===== src/rtl/core/ppd_pkg.sv =====
// ----------------------------------------------------------------------------
// ppd_pkg
// Types, constants and arithmetic helpers of the PIC push/deposit core.
// ----------------------------------------------------------------------------
package ppd_pkg;

  localparam int N_GRID = 1024;
  localparam int CELL_W = $clog2(N_GRID);
  localparam int FRAC   = 24;
  localparam int G_W    = 49;

  localparam logic [G_W-1:0] TOP_G = G_W'(N_GRID - 1) << FRAC;
  localparam logic [24:0]    ONE_Q = 25'd1 << FRAC;

  localparam logic [1:0] CMD_WR_FIELD = 2'd0;
  localparam logic [1:0] CMD_WR_DENS  = 2'd1;
  localparam logic [1:0] CMD_PUSH     = 2'd2;
  localparam logic [1:0] CMD_RD_DENS  = 2'd3;

  localparam logic [1:0] DEST_STAY  = 2'd0;
  localparam logic [1:0] DEST_BELOW = 2'd1;
  localparam logic [1:0] DEST_ABOVE = 2'd2;

  localparam logic [2:0] CFG_LEFT  = 3'd0;
  localparam logic [2:0] CFG_RIGHT = 3'd1;
  localparam logic [2:0] CFG_ICW   = 3'd2;
  localparam logic [2:0] CFG_QM    = 3'd3;
  localparam logic [2:0] CFG_DT    = 3'd4;
  localparam logic [2:0] CFG_CHG   = 3'd5;

  typedef struct packed {
    logic [1:0]         command;
    logic [9:0]         grid_index;
    logic signed [31:0] grid_value;
    logic signed [31:0] position;
    logic signed [31:0] velocity;
  } cmd_t;

  typedef struct packed {
    logic signed [31:0] new_position;
    logic signed [31:0] new_velocity;
    logic [1:0]         destination;
    logic signed [31:0] read_value;
  } res_t;

  // a + floor(p / 2^24), saturated to 32 bits
  function automatic logic signed [31:0] sat_add(input logic signed [31:0] a,
                                                 input logic signed [65:0] p);
    logic signed [66:0] s;
    s = 67'(a) + 67'(p >>> FRAC);
    if (s > 67'sd2147483647) return 32'sh7fffffff;
    if (s < -67'sd2147483648) return 32'sh80000000;
    return s[31:0];
  endfunction

endpackage


===== src/rtl/core/ppd_front.sv =====
// ----------------------------------------------------------------------------
// ppd_front
// Input side: takes command words into a two-entry queue.
// ----------------------------------------------------------------------------
module ppd_front (
  input  logic                clk,
  input  logic                rst_n,
  input  logic                push,
  input  ppd_pkg::cmd_t       din,
  output logic                full,
  input  logic                take,
  output logic                valid,
  output ppd_pkg::cmd_t       dout
);

  ppd_pkg::cmd_t mem_r [2];
  logic          wp_r, rp_r;
  logic [1:0]    cnt_r, cnt_nxt;
  logic          do_wr, do_rd;

  assign full  = (cnt_r == 2'd2);
  assign valid = (cnt_r != 2'd0);
  assign dout  = mem_r[rp_r];
  assign do_wr = push && !full;
  assign do_rd = take && valid;

  always_comb begin
    cnt_nxt = cnt_r;
    if (do_wr && !do_rd) cnt_nxt = cnt_r + 2'd1;
    else if (!do_wr && do_rd) cnt_nxt = cnt_r - 2'd1;
  end

  always_ff @(posedge clk) begin
    if (!rst_n) begin
      wp_r  <= 1'b0;
      rp_r  <= 1'b0;
      cnt_r <= 2'd0;
    end else begin
      cnt_r <= cnt_nxt;
      if (do_wr) wp_r <= !wp_r;
      if (do_rd) rp_r <= !rp_r;
    end
  end

  always_ff @(posedge clk) begin
    if (do_wr) mem_r[wp_r] <= din;
  end

endmodule


===== config.mk =====
export PLATFORM = sky130hd
export DESIGN_NAME = ppd_front
export DESIGN_NICKNAME = d
export VERILOG_FILES = /design/src/rtl/core/ppd_pkg.sv /design/src/rtl/core/ppd_front.sv
export SDC_FILE = /design/constraint.sdc
export NUM_CORES = 1
export LEC_CHECK = 0
export CAP_MARGIN = 20
export CORE_AREA = 2 2 120 122
export DETAILED_ROUTE_END_ITERATION = 8
export DIE_AREA = 0 0 122 124
export DONT_BUFFER_PORTS = 1
export PLACE_DENSITY = 0.74
export SLEW_MARGIN = 5
export SYNTH_ARGS = -nofsm -noshare
export SYNTH_HDL_FRONTEND = slang
export SYNTH_SLANG_ARGS = --single-unit

===== constraint.sdc =====
create_clock -name clk -period 6.85 [get_ports clk]
set_clock_uncertainty 0.15 [all_clocks]
set_input_delay 0.3425 -clock clk [delete_from_list [all_inputs] [get_ports clk]]
set_output_delay 0.3425 -clock clk [all_outputs]
set_load 0.05 [all_outputs]

### Yosys cells after proc, flatten, opt, wreduce, memory -nomap -nowiden

Memories as Yosys holds them, arrays and structs flattened. A register that Yosys moved wholly into a read port is not among the register bits.
Cells that the tools add are included.

* output and inout bits: 110
* memory bits (read-only): 0
* register bits after elaboration: 4
* input bits: 112
* latch bits: 0
* RAM bits: 216
* memories kept: 1
* logic and storage cells: 24

Memories
* mem_r: words 2, bits a word 108, rd ports 1, clocked after Yosys merged registers in 1, write ports 1, RTL line ppd_front.sv:16 `ppd_pkg::cmd_t mem_r [2];`

* equality and inequality tests: 1
* bitwise operators: 0
* multiply operators: 0
* divide/modulo/power cells: 0
* $add $sub $neg: 2
* reductions and logical operators: 11
* shifts and indexed selects: 0
* $lt $le $gt $ge: 0
* muxes and demuxes: 6

Operators by type and width (count)
* 1-bit zero test: 5
* 1-bit logical AND: 4
* 1-bit two-way mux: 4
* 2-bit two-way mux: 2
* 2-bit nonzero test: 2
* 2-bit by 1-bit adder with 2-bit output (second input constant): 1
* 2-bit == test (second input constant): 1
* 2-bit by 1-bit subtractor with 2-bit output (second input constant): 1

### Longest topological paths before layout

* depth in word-level cells: 7
* gate-level depth with buffers: 7
* mapped depth without buffers: 7

### Worst setup path after synthesis

No wires, ideal clock.

* path kind: register -> register
* from: register cnt_r[0]
* to: memory mem_r[0][0] (netlist bit) (enable)
* path buffers: 0
* setup time: 0.557 ns
* slack: 1.199 ns
* data required time: 6.143 ns
* stages on the path, launching flop included: 4
* clock period less this slack: 5.651 ns
* arrival time: 4.944 ns
* cell sequence: dfxtp_1 nand2b_1 inv_1 nor3_2

* cells in the longest elaborated chain, start to end: 5

Ends and longest elaborated chain
* from (decl): RTL line ppd_front.sv:18 `logic [1:0] cnt_r, cnt_nxt;`
* from (signal assigned): RTL line ppd_front.sv:39 `cnt_r <= cnt_nxt;`
* 2-bit == test: RTL line ppd_front.sv:21 `assign full = (cnt_r == 2'd2);`
* via full: RTL line ppd_front.sv:10 `output logic full,`
* 1-bit zero test: RTL line ppd_front.sv:24 `assign do_wr = push && !full;`
* 1-bit logical AND: RTL line ppd_front.sv:24
* 1-bit two-way mux: RTL line ppd_front.sv:46 `if (do_wr) mem_r[wp_r] <= din;`
* 1-bit two-way mux (implied by the code): RTL line ppd_front.sv:46
* to (decl): RTL line ppd_front.sv:16

The timed path passes the listed nets, and every way through them passes these cells.

==> results.py <==
metrics = {
    "logic_synthesis": {
        "netlist_instances": 361,
        "postSynthAreaPerCell_sq_um": 22.43,
        "ys_ff_latch": 221,
        "syn-cell-area_sq_mm": 0.008099,
        "synth-seq-area-share_pct": 81.32,
        "synthDistinctLibCells": 22,
        "synth_nets": 474,
        "ys_warn_count": 0,
    },
    "min_path": {
        "whs_endpoint": "rp_r",
        "hp-class": "in2reg",
        "hp-start": "take",
        "hold_depth": 3,
    },
    "sta": {
        "max_slew_margin_pct": 40.75,
        "finalCritPeriodShare_pct": 45.83,
        "finalSetupViolCount": 0,
        "setup_tns_ns": 0,
        "tightest_slew_ns": 0.8888,
        "rsz0062_at_grt": "false",
        "fin_crit_ns": 3.139,
        "fmax_mhz": 318.5,
        "hold_viol_final": 0,
        "slew_violations": 0,
    },
    "power": {
        "p_leak_nw": 3.412,
        "ir_drop_uv": 256.9,
        "powerDensity_mw_per_mm2": 426.0,
    },
    "setup_path": {
        "crit_type": "reg2out",
        "crit_fanout": 61,
        "reg2reg_slack_ns": 3.92,
        "reg2reg_depth": 5,
        "r2r_start": "cnt_r[0]",
        "cp.arrival_ns": 2.65,
        "cp_data_required_time_ns": 6.36,
        "reg2reg_to": "mem_r[0][101]",
        "cp-end-kind": "output pin",
        "cp-start-kind": "flip-flop",
    },
    "route": {
        "drt.antenna.violating_nets": 0,
        "via_per_inst": 5.430,
        "vias": 3698,
        "dr.first_iter.drc_count": 169,
        "drt-total-wl_microns": 14500,
        "drtPass1Iterations": 4,
        "avgRoutedWirePerCell_microns": 21.28,
        "drc": 0,
    },
    "floorplanning": {
        "initial_core_util_pct": 59.03,
        "coreArea_sq_mm": 0.01372,
        "die_x_microns": 122,
        "fp.dieArea_sq_mm": 0.01513,
        "placementRows": 43,
        "ioPinCount": 222,
        "dieHeight_microns": 124,
    },
    "grt": {
        "track_usage_pct": 18.47,
        "grt_pass1_wl_microns": 21160,
        "antenna_found_initial": 0,
        "grt_pass1_vias": 4082,
        "grt_max_degree": 65,
        "grt-ovfl-total": 0,
    },
    "layout": {
        "fillerInstances": 792,
        "area_growth_pct": 24.44,
        "final_cell_mix": "216 x edfxtp_1, 110 x dlygate4sd3_1, 88 x mux2_2",
        "final_nets": 600,
        "fin_cells": 681,
        "drive_gt1_share_pct": 29.54,
        "n_antenna_cell": 0,
        "final_common_cell": "edfxtp_1",
    },
    "clocking": {
        "clkTransAtPathRegs_ns": 0.06,
        "cts_tree": "yes",
        "cts_buffers": 22,
        "cts_root_buf": "clkbuf_16",
        "insertion_delay_ns": 0.48,
        "htreeDepth": 1,
        "clockBufferDepth": 3,
        "clock-sinks": 221,
    },
    "placed_design": {
        "dp_cells": 533,
        "io_buffers": 0,
        "dpl.hpwl_microns": 8387,
        "place_congestion": 0.7028,
    },
    "flow_run": {
        "max_cap_viol_count": 0,
    },
    "outcome": {
        "status": "completed",
    },
}
[layout make-up]
| class | instances | area (sq um) | area share, % |
|---|---|---|---|
| inverter | 2 | 7.507 | 0.07449 |
| multi-input combinational | 126 | 1431 | 14.20 |
| sequential | 221 | 6590 | 65.39 |
| clock buffer | 34 | 666.9 | 6.617 |
| tap | 180 | 225.2 | 2.235 |
| clock inverter | 4 | 26.28 | 0.2607 |
| timing repair buffer | 114 | 1131 | 11.22 |
[routing by layer]
metal / share of wire [%] / track usage, %
met1: 36 / 20.59
met2: 53 / 33.87
met3: 8.8 / 6.181
met4: 1.6 / 5.172
met5: 0 / 0
[critical path: stages, from the launching register on]
cell	delay (ns)
dfxtp_4	0.76
buf_4	0.79
mux2_2	0.55
[state kept, by name (all words and copies together), names as in the netlist, named ones only]
register  flops
mem_r       216
cnt_r         2
rp_r          1
wp_r          1
[power breakdown]
part | switching, mW | internal [mW] | total, mW
Sequential | 0.0848 | 1.70 | 1.79
Clock | 0.450 | 0.669 | 1.12
Combinational | 1.05 | 0.336 | 1.39
Total | 1.59 | 2.71 | 4.29
[per-stage QoR]
step	util, %	worst slack (ns)	cell area, sq um	total power [mW]	hold slack [ns]
after floorplan	-	1.199	8099	3.053	0.2914
after global placement	60.38	3.959	8284	3.129	0.2914
after detailed placement	60.38	3.891	8284	3.148	0.2915
after CTS	73.46	3.674	10080	4.323	0.07339
after global routing	73.46	3.567	10080	4.435	0.1325
final	73.46	3.711	10080	4.293	0.08741
[cells in the mapped netlist]
| cell type | count | share of area [%] |
|---|---|---|
| edfxtp_1 | 216 | 80 |
| mux2_2 | 88 | 12 |
| mux2_4 | 20 | 3.7 |
| buf_2 | 8 | 0.49 |
| dfxtp_1 | 5 | 1.2 |
| buf_6 | 4 | 0.56 |
| and2_1 | 3 | 0.23 |
| inv_1 | 2 | 0.093 |
| xnor2_1 | 2 | 0.22 |
| a21boi_0 | 1 | 0.093 |
| a21boi_1 | 1 | 0.093 |
| and3_1 | 1 | 0.077 |
| ha_1 | 1 | 0.15 |
| nand2b_1 | 1 | 0.077 |
| nor2_1 | 1 | 0.046 |
| nor3_2 | 1 | 0.12 |
| o21a_1 | 1 | 0.093 |
| o21ai_0 | 1 | 0.062 |
| o21ai_1 | 1 | 0.062 |
| or2_2 | 1 | 0.077 |
| or3_1 | 1 | 0.077 |
| xor2_1 | 1 | 0.11 |
[repair_timing]
| item | 4_1_cts | 5_1_grt |
|---|---|---|
| hold buffers | 110 | 0 |
| hold endpoints to repair | 221 | 0 |
| resized for setup | 0 | 0 |
| buffers inserted | 0 | 0 |
[how the worst max path moves through the flow]
stage | start | end | cells past startpoint
after global placement | cnt_r[0] | mem_r[0][3] | 5
final | flip-flop | dout[48] | 2
after floorplan | cnt_r[0] | mem_r[0][0] | 3
after detailed placement | cnt_r[0] | mem_r[0][0] | 5
after CTS | flip-flop | dout[48] | 2
after global routing | flip-flop | dout[48] | 2
[cell families (layout without fill, tap and decap cells)]
kind of cell,Yosys count,count (layout),synth area share [%]
mux,108,108,15.94
fa+ha+maj,1,1,0.1545
buf+inv,14,154,1.143
flops,221,221,81.32
compound gates,5,5,0.4017
simple gates,9,9,0.7108
xor+xnor,3,3,0.3245
No activity file was read; power rests on OpenSTA's default activity.
