### src/rtl/core/ppd_pkg.sv
// ----------------------------------------------------------------------------
// ppd_pkg
// Types, constants and arithmetic helpers of the PIC push/deposit core.
// ----------------------------------------------------------------------------
package ppd_pkg;

  localparam int N_GRID = 1024;
  localparam int CELL_W = $clog2(N_GRID);
  localparam int FRAC   = 24;
  localparam int G_W    = 49;

  localparam logic [G_W-1:0] TOP_G = G_W'(N_GRID - 1) << FRAC;
  localparam logic [24:0]    ONE_Q = 25'd1 << FRAC;

  localparam logic [1:0] CMD_WR_FIELD = 2'd0;
  localparam logic [1:0] CMD_WR_DENS  = 2'd1;
  localparam logic [1:0] CMD_PUSH     = 2'd2;
  localparam logic [1:0] CMD_RD_DENS  = 2'd3;

  localparam logic [1:0] DEST_STAY  = 2'd0;
  localparam logic [1:0] DEST_BELOW = 2'd1;
  localparam logic [1:0] DEST_ABOVE = 2'd2;

  localparam logic [2:0] CFG_LEFT  = 3'd0;
  localparam logic [2:0] CFG_RIGHT = 3'd1;
  localparam logic [2:0] CFG_ICW   = 3'd2;
  localparam logic [2:0] CFG_QM    = 3'd3;
  localparam logic [2:0] CFG_DT    = 3'd4;
  localparam logic [2:0] CFG_CHG   = 3'd5;

  typedef struct packed {
    logic [1:0]         command;
    logic [9:0]         grid_index;
    logic signed [31:0] grid_value;
    logic signed [31:0] position;
    logic signed [31:0] velocity;
  } cmd_t;

  typedef struct packed {
    logic signed [31:0] new_position;
    logic signed [31:0] new_velocity;
    logic [1:0]         destination;
    logic signed [31:0] read_value;
  } res_t;

  // a + floor(p / 2^24), saturated to 32 bits
  function automatic logic signed [31:0] sat_add(input logic signed [31:0] a,
                                                 input logic signed [65:0] p);
    logic signed [66:0] s;
    s = 67'(a) + 67'(p >>> FRAC);
    if (s > 67'sd2147483647) return 32'sh7fffffff;
    if (s < -67'sd2147483648) return 32'sh80000000;
    return s[31:0];
  endfunction

endpackage

### src/rtl/core/ppd_resq.sv
// ----------------------------------------------------------------------------
// ppd_resq
// Result side: two-entry queue of result words.
// ----------------------------------------------------------------------------
module ppd_resq (
  input  logic          clk,
  input  logic          rst_n,
  input  logic          push,
  input  ppd_pkg::res_t din,
  output logic          full,
  input  logic          pop,
  output logic          empty,
  output ppd_pkg::res_t dout
);

  ppd_pkg::res_t mem_r [2];
  logic          wp_r, rp_r;
  logic [1:0]    cnt_r, cnt_nxt;
  logic          do_wr, do_rd;

  assign full  = (cnt_r == 2'd2);
  assign empty = (cnt_r == 2'd0);
  assign dout  = mem_r[rp_r];
  assign do_wr = push && !full;
  assign do_rd = pop && !empty;

  always_comb begin
    cnt_nxt = cnt_r;
    if (do_wr && !do_rd) cnt_nxt = cnt_r + 2'd1;
    else if (!do_wr && do_rd) cnt_nxt = cnt_r - 2'd1;
  end

  always_ff @(posedge clk) begin
    if (!rst_n) begin
      wp_r  <= 1'b0;
      rp_r  <= 1'b0;
      cnt_r <= 2'd0;
    end else begin
      cnt_r <= cnt_nxt;
      if (do_wr) wp_r <= !wp_r;
      if (do_rd) rp_r <= !rp_r;
    end
  end

  always_ff @(posedge clk) begin
    if (do_wr) mem_r[wp_r] <= din;
  end

endmodule

### config.mk
export PLATFORM = sky130hd
export DESIGN_NAME = ppd_resq
export DESIGN_NICKNAME = d
export VERILOG_FILES = /design/src/rtl/core/ppd_pkg.sv /design/src/rtl/core/ppd_resq.sv
export SDC_FILE = /design/constraint.sdc
export NUM_CORES = 1
export LEC_CHECK = 0
export ABC_AREA = 1
export BUFFER_PORTS_ARGS = -buffer_cell sky130_fd_sc_hd__buf_2
export CORE_MARGIN = 5
export CORE_UTILIZATION = 34
export DETAILED_ROUTE_END_ITERATION = 16
export SLEW_MARGIN = 20
export SYNTH_ARGS = -nofsm -noshare
export SYNTH_HDL_FRONTEND = slang
export SYNTH_SLANG_ARGS = --single-unit
export TNS_END_PERCENT = 20
### constraint.sdc
create_clock -name clk -period 8.2 [get_ports clk]
set_clock_uncertainty 0.15 [all_clocks]
set_input_delay 1.64 -clock clk [delete_from_list [all_inputs] [get_ports clk]]
set_output_delay 1.64 -clock clk [all_outputs]
set_load 0.05 [all_outputs]
-- Yosys cells after proc, flatten, opt, wreduce, memory -nomap -nowiden
Memory sizes are Yosys's and may differ from the RTL's. A register that Yosys moved wholly into a read port is not among the register bits.
Cells that the tools add are included.
- latch bits: 0
- memories: 1
- ROM bits: 0
- word-level logic and storage cells: 25
- bits in registers: 4
- memory bits (writable): 196
- memory list (memory ; words ; width ; read ports ; clocked after Yosys merged registers in ; write ports ; line ; source):
    mem_r ; 2 ; 98 ; 1 ; 1 ; 1 ; ppd_resq.sv:16 ; ppd_pkg::res_t mem_r [2];
- multiplexer cells: 6
- reductions and logical operators: 12
- div/mod/pow operators: 0
- bitwise operators: 0
- shift operators: 0
- $add $sub $neg: 2
- multipliers: 0
- $lt $le $gt $ge: 0
- equal/unequal tests: 1
- operator list (operator ; number):
    1-bit logical NOT ; 6
    1-bit logical AND ; 4
    1-bit two-way mux ; 4
    2-bit two-way mux ; 2
    2-bit by 1-bit adder with 2-bit output (second input constant) ; 1
    2-bit == test (second input constant) ; 1
    2-bit logical NOT ; 1
    2-bit nonzero test ; 1
    2-bit by 1-bit subtractor with 2-bit output (second input constant) ; 1

-- Depth between registers and ports, before layout
Gate-level depths: netlist of run 1.
- word-level depth: 7
- gate-level depth with buffers: 10
- mapped depth without buffers: 10

-- Worst setup path after synthesis of run 1
No wires, ideal clock.
- kind: input port to flip-flop
- start point: input port push
- end point: memory mem_r[0][0] in the netlist's numbering, enable pin
- arrival time: 5.875 ns
- path slack: 1.619 ns
- buffers on the path: 0
- stages: 2
- cell sequence: o21ai_0 nor2_1
- word-level cells in the longest chain between the ends: 3
- RTL lines (what ; line ; source):
    start, declared ; ppd_resq.sv:8 ; input logic push,
    1-bit logical AND ; ppd_resq.sv:24 ; assign do_wr = push && !full;
    1-bit two-way mux ; ppd_resq.sv:46 ; if (do_wr) mem_r[wp_r] <= din;
    1-bit two-way mux (not written as such) ; ppd_resq.sv:46 ;
    end, declared ; ppd_resq.sv:16 ;
No other way between the ends.

==> run metrics, run 1 <==
row cnt=54; asr flop ratio synth=0%; largest area contributor in the netlist=edfxtp_1; Synth top area share=79.7%; register bit total from synthesis=201; Max stage delay cell, worst path=dfxtp_4; layout cells sized above 1=57.8%; number of antenna violations at the first check in global routing=1; Final HPWL DP=9670 um; Post-CTS Setup Inserts=0; Hold Buf Count CTS=0; most common cell in the netlist=edfxtp_1; Crit path max-delay family=buffers and inverters; required time of the critical path=6410 ps; Die Width=157 um; status=completed; Num Clock Sinks=201; area of the multi-input gates=1300 um2; CTS root buf=clkbuf_16; leading post-synthesis cells by cell area=edfxtp_1, mux2_2, mux2_4, dfxtp_1, buf_6; Warnings, synthesis=0; GP Congestion=0.724; Max-cap violations=0; final setup violation count=0; Syn Nets=446; die area=24,800 um2; final hold violation count=0; Storage cell area=5990 um2; TritonCTS clock tree=yes; Critical Path AT=2710 ps; Max FO, Critical Path=52; Clock Latency Late Sink=490 ps; post-synthesis instance area=7390 um2; total number of vias=3,773; kind of critical path=reg -> out; leak pwr=3.52 nW; pre-CTS WS=4190 ps; Clock Path Buffers=3; achievable frequency=222 MHz; clk slew on worst S/H paths=50 ps; Min Clock Period, post-route=4500 ps; CTS buffer count=22; Setup WS post-layout=3700 ps; filler instances=1,928; # IOs=202; Seq/Total Area, Yosys=81.0%; period utilisation layout=54.8%; IO buf count=201; Syn Area/Cell=21.5 um2; fin. max-slew vios=0; Netlist cell types=14; synthesis-to-finish area growth=27.0%; largest net degree at the start of global routing=53; DR DRC count=0; Worst VDD drop=0.222 mV; starting density of the core=34.2%; core footprint=21,600 um2; relative slew slack=47.0%; final WL=14,000 um; vias in the first global route=4,107; r2r setup slk=6070 ps; CTS HTree Levels=1; post-CTS sizing=0; Power Dens Cells=351 nW/um2; Commonest cells post-synth=edfxtp_1, mux2_2, mux2_4; Avg Vias per Cell=4.41; global-route wire length before repair=21,100 um; GRT Util Overall=10.8%; Final ANT Viol Nets=0; chip height=157 um; DR pass1 iterations=4; Synth Flop Type=edfxtp_1; Least-Margin Pin Slew=787 ps; number of DRC markers in iteration 0=107; routed len/inst=16.4 um; post-layout util=43.4%; biggest cell delay along the critical path=770 ps; fin nets=665; Final TNS setup=0 ps; Antenna Cells=0; EDFF count, synth=196; crit path cell chain=buf_4, mux2_2, buf_2; Hold Crit Class=reg -> reg; GR Overflow Total=0; Crit. End Element=output port; Cells after Synth=343; Setup crit start kind=register; Buf/Inv on CP=2; RSZ-0062 raised after global routing=no
[power breakdown]
part           leakage (nW)  total (W)  internal (W)  switching, W
clock network         0.317   0.000895      0.000543      0.000351
registers              1.87    0.00136       0.00130     0.0000607
logic                  1.34    0.00104      0.000286      0.000750
[flip-flops by register name, indices dropped and copies added (netlist names), named ones only]
signal / cells
cnt_r: 2
mem_r: 196
rp_r: 1
wp_r: 1
[placed cells by master (no fill, tap or decap)]
cell type / Yosys / layout
a21oi_1: 1 / 1
buf_2: 7 / 201
buf_4: 0 / 5
bufinv_16: 0 / 1
clkbuf_1: 0 / 9
clkbuf_16: 0 / 23
clkinv_1: 0 / 3
clkinv_2: 0 / 1
clkinvlp_4: 0 / 1
dfxtp_1: 5 / 4
dfxtp_4: 0 / 1
edfxtp_1: 196 / 196
ha_1: 1 / 1
inv_1: 9 / 9
mux2_2: 78 / 78
mux2_4: 20 / 20
nand2_1: 6 / 6
nand3_1: 1 / 1
nand4_1: 1 / 1
nor2_1: 11 / 9
nor2_4: 0 / 2
o21ai_0: 3 / 3
[path summary, 6_finish.rpt]
check	start	end	cells after the start
setup reg to reg	cnt_r[1]$_SDFFE_PN0P_	cnt_r[1]$_SDFFE_PN0P_	8
hold / removal	rp_r$_SDFFE_PN0P_	rp_r$_SDFFE_PN0P_	2
setup / recovery	register	dout[62]	3
hold reg to reg	rp_r$_SDFFE_PN0P_	rp_r$_SDFFE_PN0P_	2
[per-stage QoR]
stage / instances / hold slack [ps] / cell area (um2) / total power [W]
after floorplan: 343 / 317 / 7390 / 0.00222
after global placement: 818 / 335 / 8720 / 0.00241
after detailed placement: 818 / 345 / 8720 / 0.00243
after CTS: 856 / 359 / 9380 / 0.00335
after global routing: 856 / 397 / 9380 / 0.00344
final: 856 / 352 / 9380 / 0.00329
[worst min-delay path, delay by kind of cell, from the launching register on]
kind	cells	cell delay [ps]
and+or+nand+nor	2	150
DFF	1	320
[kinds of logic after synthesis]
| kind of cell | Yosys count | synth area share [%] |
|---|---|---|
| multiplexers | 98 | 16.0 |
| AND/OR/NAND/NOR | 19 | 1.02 |
| flip-flops | 201 | 81.0 |
| buffers and inverters | 20 | 1.54 |
| adder cells (fa/ha/maj) | 1 | 0.169 |
| AO/OA/AOI/OAI | 4 | 0.271 |
[cell type report]
type	instances	area share, %
Clock buffer	32	6.50
Multi-Input combinational cell	122	13.9
Sequential cell	201	63.8
Timing Repair Buffer	206	11.1
Inverter	9	0.360
Clock inverter	6	0.573
Tap cell	280	3.73
[per-layer routing]
metal | GRT usage [%] | vias up | wire length [um]
li1 | - | 1778 | -
met1 | 12.3 | 1820 | 5120
met2 | 18.9 | 148 | 7220
met3 | 3.99 | 25 | 1340
met4 | 3.07 | 2 | 328
met5 | 0 | - | 13
Note: power is estimated with default switching activity, not from simulation.
==> run 2, diff against run 1 <==
==> constraint.sdc (replaced) <==
create_clock -name clk -period 4 [get_ports clk]
set_clock_uncertainty 0.15 [all_clocks]
set_input_delay 0.8 -clock clk [delete_from_list [all_inputs] [get_ports clk]]
set_output_delay 0.8 -clock clk [all_outputs]
set_load 0.05 [all_outputs]
==> run 2 against run 1 <==
- combinational power rose by 110%
- sequential power rose by 100%
- cell area rose by 1.2%
- via count rose by 0.19%
- critical path depth did not move
- cell count rose by 0.35%
- clock power rose by 130%
- flip-flop and latch count did not move
- register-to-register slack got worse by 4300 ps
- total power rose by 110%
- wire length rose by 1.5%
==> run metrics, run 2 (synthesis gave the netlist of run 1 again) <==
fin nets=666; Hold Buf Count CTS=0; Worst VDD drop=0.422 mV; r2r setup slk=1820 ps; commonest non-fill, non-tap cell in the layout=buf_2; Crit. End Element=output port; final WL=14,200 um; filler instances=1,930; R2R depth=3; DR pass1 iterations=4; routed len/inst=16.6 um; worst r2r src=cnt_r[0]$_SDFFE_PN0P_; number of antenna violations at the first check in global routing=2; # IOs=202; most frequent cells in the layout=buf_2, edfxtp_1, mux2_2; Top reg by flops=mem_r; status=completed; DR DRC count=0; Die Width=157 um; Critical Path AT=2160 ps; Setup crit start kind=register; Power Dens Cells=735 nW/um2; number of DRC markers in iteration 0=179; starting density of the core=34.2%; Least-Margin Pin Slew=940 ps; leak pwr=3.58 nW; die area=24,800 um2; row cnt=54; Avg Vias per Cell=4.40; relative slew slack=37.4%; Max FO, Critical Path=29; Final ANT Viol Nets=0; WHS Path Cells=1; Final HPWL DP=9700 um; kind of critical path=reg -> out; Clock Latency Late Sink=480 ps; Int Pwr=0.00456 W; layout cells sized above 1=58.5%; IO buf count=201; vias in the first global route=4,189; Flop pwr share=39.7%; chip height=157 um; worst reg2reg endpoint=mem_r[0][94]$_DFFE_PP_; Placed Cells=819; final hold slack=345 ps; post-layout util=43.9%; core footprint=21,600 um2; total number of vias=3,780; global-route wire length before repair=21,400 um; synthesis-to-finish area growth=28.5%; required time of the critical path=3050 ps; clk slew on worst S/H paths=60 ps; post-CTS sizing=0; Largest regs=mem_r x196, cnt_r x2; Non-Filler Instances=859; CTS root buf=clkbuf_16; Num Clock Sinks=201; period utilisation layout=77.7%; Comb power frac=31.0%; GP Congestion=0.734; final hold violation count=0; Min Clock Period, post-route=3110 ps; largest net degree at the start of global routing=67; Post-Place Cell Area=8740 um2; Post-CTS Setup Inserts=0; GRT Util Overall=10.9%; TritonCTS clock tree=yes; Hold Path End=mem_r[1][51]$_DFFE_PP_; Max-cap violations=0; fin. max-slew vios=0; Psw=0.00242 W; Clk pwr share=29.3%; Antenna Cells=0; GR Overflow Total=0; Clock Path Buffers=3; Hold Crit Class=in -> reg; Post-Layout Inst Area=9490 um2; RSZ-0062 raised after global routing=no; final setup violation count=0; max reg flops=196; CTS buffer count=22; achievable frequency=322 MHz; sw frac=34.6%; hold path start=din[51]; CTS HTree Levels=1
## run 2: metal layers
| metal | routed length (um) | part of all wire (%) | GRT usage, % |
|---|---|---|---|
| met1 | 5480 | 38 | 12.6 |
| met3 | 1480 | 10 | 3.71 |
| met2 | 6960 | 49 | 19.1 |
| met5 | 14 | 0.098 | 0 |
| met4 | 301 | 2.1 | 3.36 |
## run 2: critical path: stages (launching register included)
cell and delay [ps]:
dfxtp_4 630, buf_4 410, mux2_2 390, buf_2 210
## run 2: per-stage QoR
step	setup slack, ps	power (W)	TNS [ps]
floorplan	-131	0.00453	-25710
global placement	1400	0.00498	0
global route	797	0.00728	0
CTS	825	0.00710	0
finish	894	0.00698	0
detailed placement	1330	0.00502	0
## run 2: cell type report
type                    count  area [um2]  area share (%)
flip-flops and latches    201        5990            63.1
multi-input cells         122        1300            13.7
repair buffers            207        1060            11.2
clock buffers              25         583            6.14
well taps                 280         350            3.69
clock inverters            15         169            1.78
inverters                   9        33.8           0.356
## run 2: power by group through the flow
stage / logic, W / registers, W / clock network, W
CTS: 0.00220 / 0.00278 / 0.00211
global placement: 0.00217 / 0.00280 / 0
detailed placement: 0.00220 / 0.00282 / 0
floorplan: 0.00176 / 0.00278 / 0
finish: 0.00216 / 0.00277 / 0.00204
global route: 0.00228 / 0.00280 / 0.00221
## run 2: how the worst max path moves through the flow
stage,startpoint,end,slack [ps],depth (start not counted)
floorplan,push,mem_r[0][0]$_DFFE_PP_,-130,2
global placement,push,mem_r[1][14]$_DFFE_PP_,1400,4
detailed placement,push,mem_r[0][92]$_DFFE_PP_,1330,4
CTS,register,dout[96],820,3
global route,register,dout[97],800,3
finish,register,dout[96],890,3
==> run 3, diff against run 2 <==
==> constraint.sdc (replaced) <==
create_clock -name clk -period 3.2 [get_ports clk]
set_clock_uncertainty 0.15 [all_clocks]
set_input_delay 0.64 -clock clk [delete_from_list [all_inputs] [get_ports clk]]
set_output_delay 0.64 -clock clk [all_outputs]
set_load 0.05 [all_outputs]
==> run 3 against run 2 <==
- via count rose by 2.0%
- cell area is 0.30% lower
- hold slack got worse by 160 ps
- setup slack worse by 510 ps
- critical endpoint is now dout[11]
- highest routed layer unchanged
==> run metrics, run 3 (synthesis gave the netlist of run 1 again) <==
core footprint=21,600 um2; Psw=0.00302 W; RSZ-0062 raised after global routing=no; GR Overflow Total=0; total number of vias=3,856; hold path start=din[20]; Clock Latency Late Sink=490 ps; Flop pwr share=39.8%; r2r setup slk=1070 ps; leak pwr=3.56 nW; CTS HTree Levels=1; status=completed; TritonCTS clock tree=yes; routed len/inst=16.5 um; post-CTS sizing=0; GP Congestion=0.711; clk slew on worst S/H paths=60 ps; period utilisation layout=88.0%; kind of critical path=reg -> out; # IOs=202; starting density of the core=34.2%; biggest cell delay along the critical path=510 ps; Crit. End Element=output port; number of DRC markers in iteration 0=130; Hold Buf Count CTS=0; WHS Path Cells=1; Die Width=157 um; Min Clock Period, post-route=2820 ps; Setup crit start kind=register; Clk pwr share=28.0%; synthesis-to-finish area growth=28.1%; global-route wire length before repair=21,400 um; final setup violation count=0; Max-cap violations=0; Final ANT Viol Nets=0; achievable frequency=355 MHz; Final TNS setup=0 ps; Critical Path AT=2030 ps; Final HPWL DP=9350 um; CTS buffer count=22; chip height=157 um; number of antenna violations at the first check in global routing=1; sw frac=35.2%; relative slew slack=47.7%; Setup WS post-layout=384 ps; CTS root buf=clkbuf_16; Hold Path End=mem_r[1][20]$_DFFE_PP_; final WL=14,100 um; Avg Vias per Cell=4.49; layout cells sized above 1=58.2%; Max stage delay cell, worst path=buf_4; Clock Path Buffers=3; Int Pwr=0.00556 W; Max FO, Critical Path=48; fin. max-slew vios=0; worst r2r src=cnt_r[1]$_SDFFE_PN0P_; DR DRC count=0; Num Clock Sinks=201; Top reg by flops=mem_r; Power Dens Cells=906 nW/um2; final hold violation count=0; Least-Margin Pin Slew=776 ps; worst reg2reg endpoint=cnt_r[1]$_SDFFE_PN0P_; required time of the critical path=2410 ps; fin nets=666; GRT Util Overall=10.9%; die area=24,800 um2; DR pass1 iterations=4; crit path cell chain=buf_4, mux2_2, buf_2; most frequent cells in the layout=buf_2, edfxtp_1, mux2_2; pre-CTS WS=863 ps; IO buf count=201; largest net degree at the start of global routing=76; Hold Crit Class=in -> reg; Largest regs=mem_r x196, cnt_r x2; Comb power frac=32.2%; Worst VDD drop=0.693 mV; row cnt=54; commonest non-fill, non-tap cell in the layout=buf_2; max reg flops=196; vias in the first global route=4,246; Post-CTS Setup Inserts=0; R2R depth=8
==> run 3: changes by cell type in the layout (fill, tap and decap cells not counted) <==
cell	change
diode_2	+1
bufinv_16	-2
clkinv_1	-3
clkbuf_1	+4
clkinv_2	-2
buf_12	+2
clkinv_4	+2
clkinvlp_4	-1
buf_4	-2
==> run 3: metrics by stage <==
step / power, W / util (%) / hold WS [ps] / cells / cell area (um2)
global route: 0.00895 / 43.8 / 162 / 857 / 9460
CTS: 0.00873 / 43.8 / 149 / 857 / 9460
detailed placement: 0.00628 / 40.5 / 336 / 819 / 8760
finish: 0.00858 / 43.8 / 182 / 858 / 9460
floorplan: 0.00567 / - / 317 / 343 / 7390
global placement: 0.00623 / 40.5 / 329 / 819 / 8760
==> run 3: worst max-delay path, delay by kind of cell, from the launching register on <==
kind / cells / cell delay [ps]
flip-flops: 1 / 350
buffers and inverters: 2 / 720
multiplexers: 1 / 420
==> run 3: area by class of cell <==
type                    count  area (um2)
fillers                  1932       12200
flip-flops and latches    201        5990
multi-input cells         122        1300
repair buffers            207        1090
clock buffers              29         598
well taps                 280         350
clock inverters             9        97.6
inverters                   9        33.8
diodes                      1        2.50
==> run 3: worst max path at each step <==
stage | start | end | cells past startpoint
6_report | register | dout[11] | 3
5_1_grt | register | dout[22] | 3
4_1_cts | register | dout[22] | 3
3_5_place_dp | register | dout[11] | 3
3_3_place_gp | register | dout[35] | 3
2_1_floorplan | push | mem_r[0][0]$_DFFE_PP_ | 2
==> run 3: power by group through the flow <==
stage / sequential (W) / clock (W) / combinational [W]
after detailed placement: 0.00347 / 0 / 0.00280
after CTS: 0.00342 / 0.00250 / 0.00281
final: 0.00341 / 0.00240 / 0.00276
after global placement: 0.00345 / 0 / 0.00278
after global routing: 0.00344 / 0.00259 / 0.00291
after floorplan: 0.00347 / 0 / 0.00219
==> run 3: routing by layer <==
metal / wire length [um] / GRT usage, %
met1: 5500 / 12.8
met3: 1380 / 3.30
met2: 6920 / 19.2
met4: 314 / 3.32
met5: 7 / 0
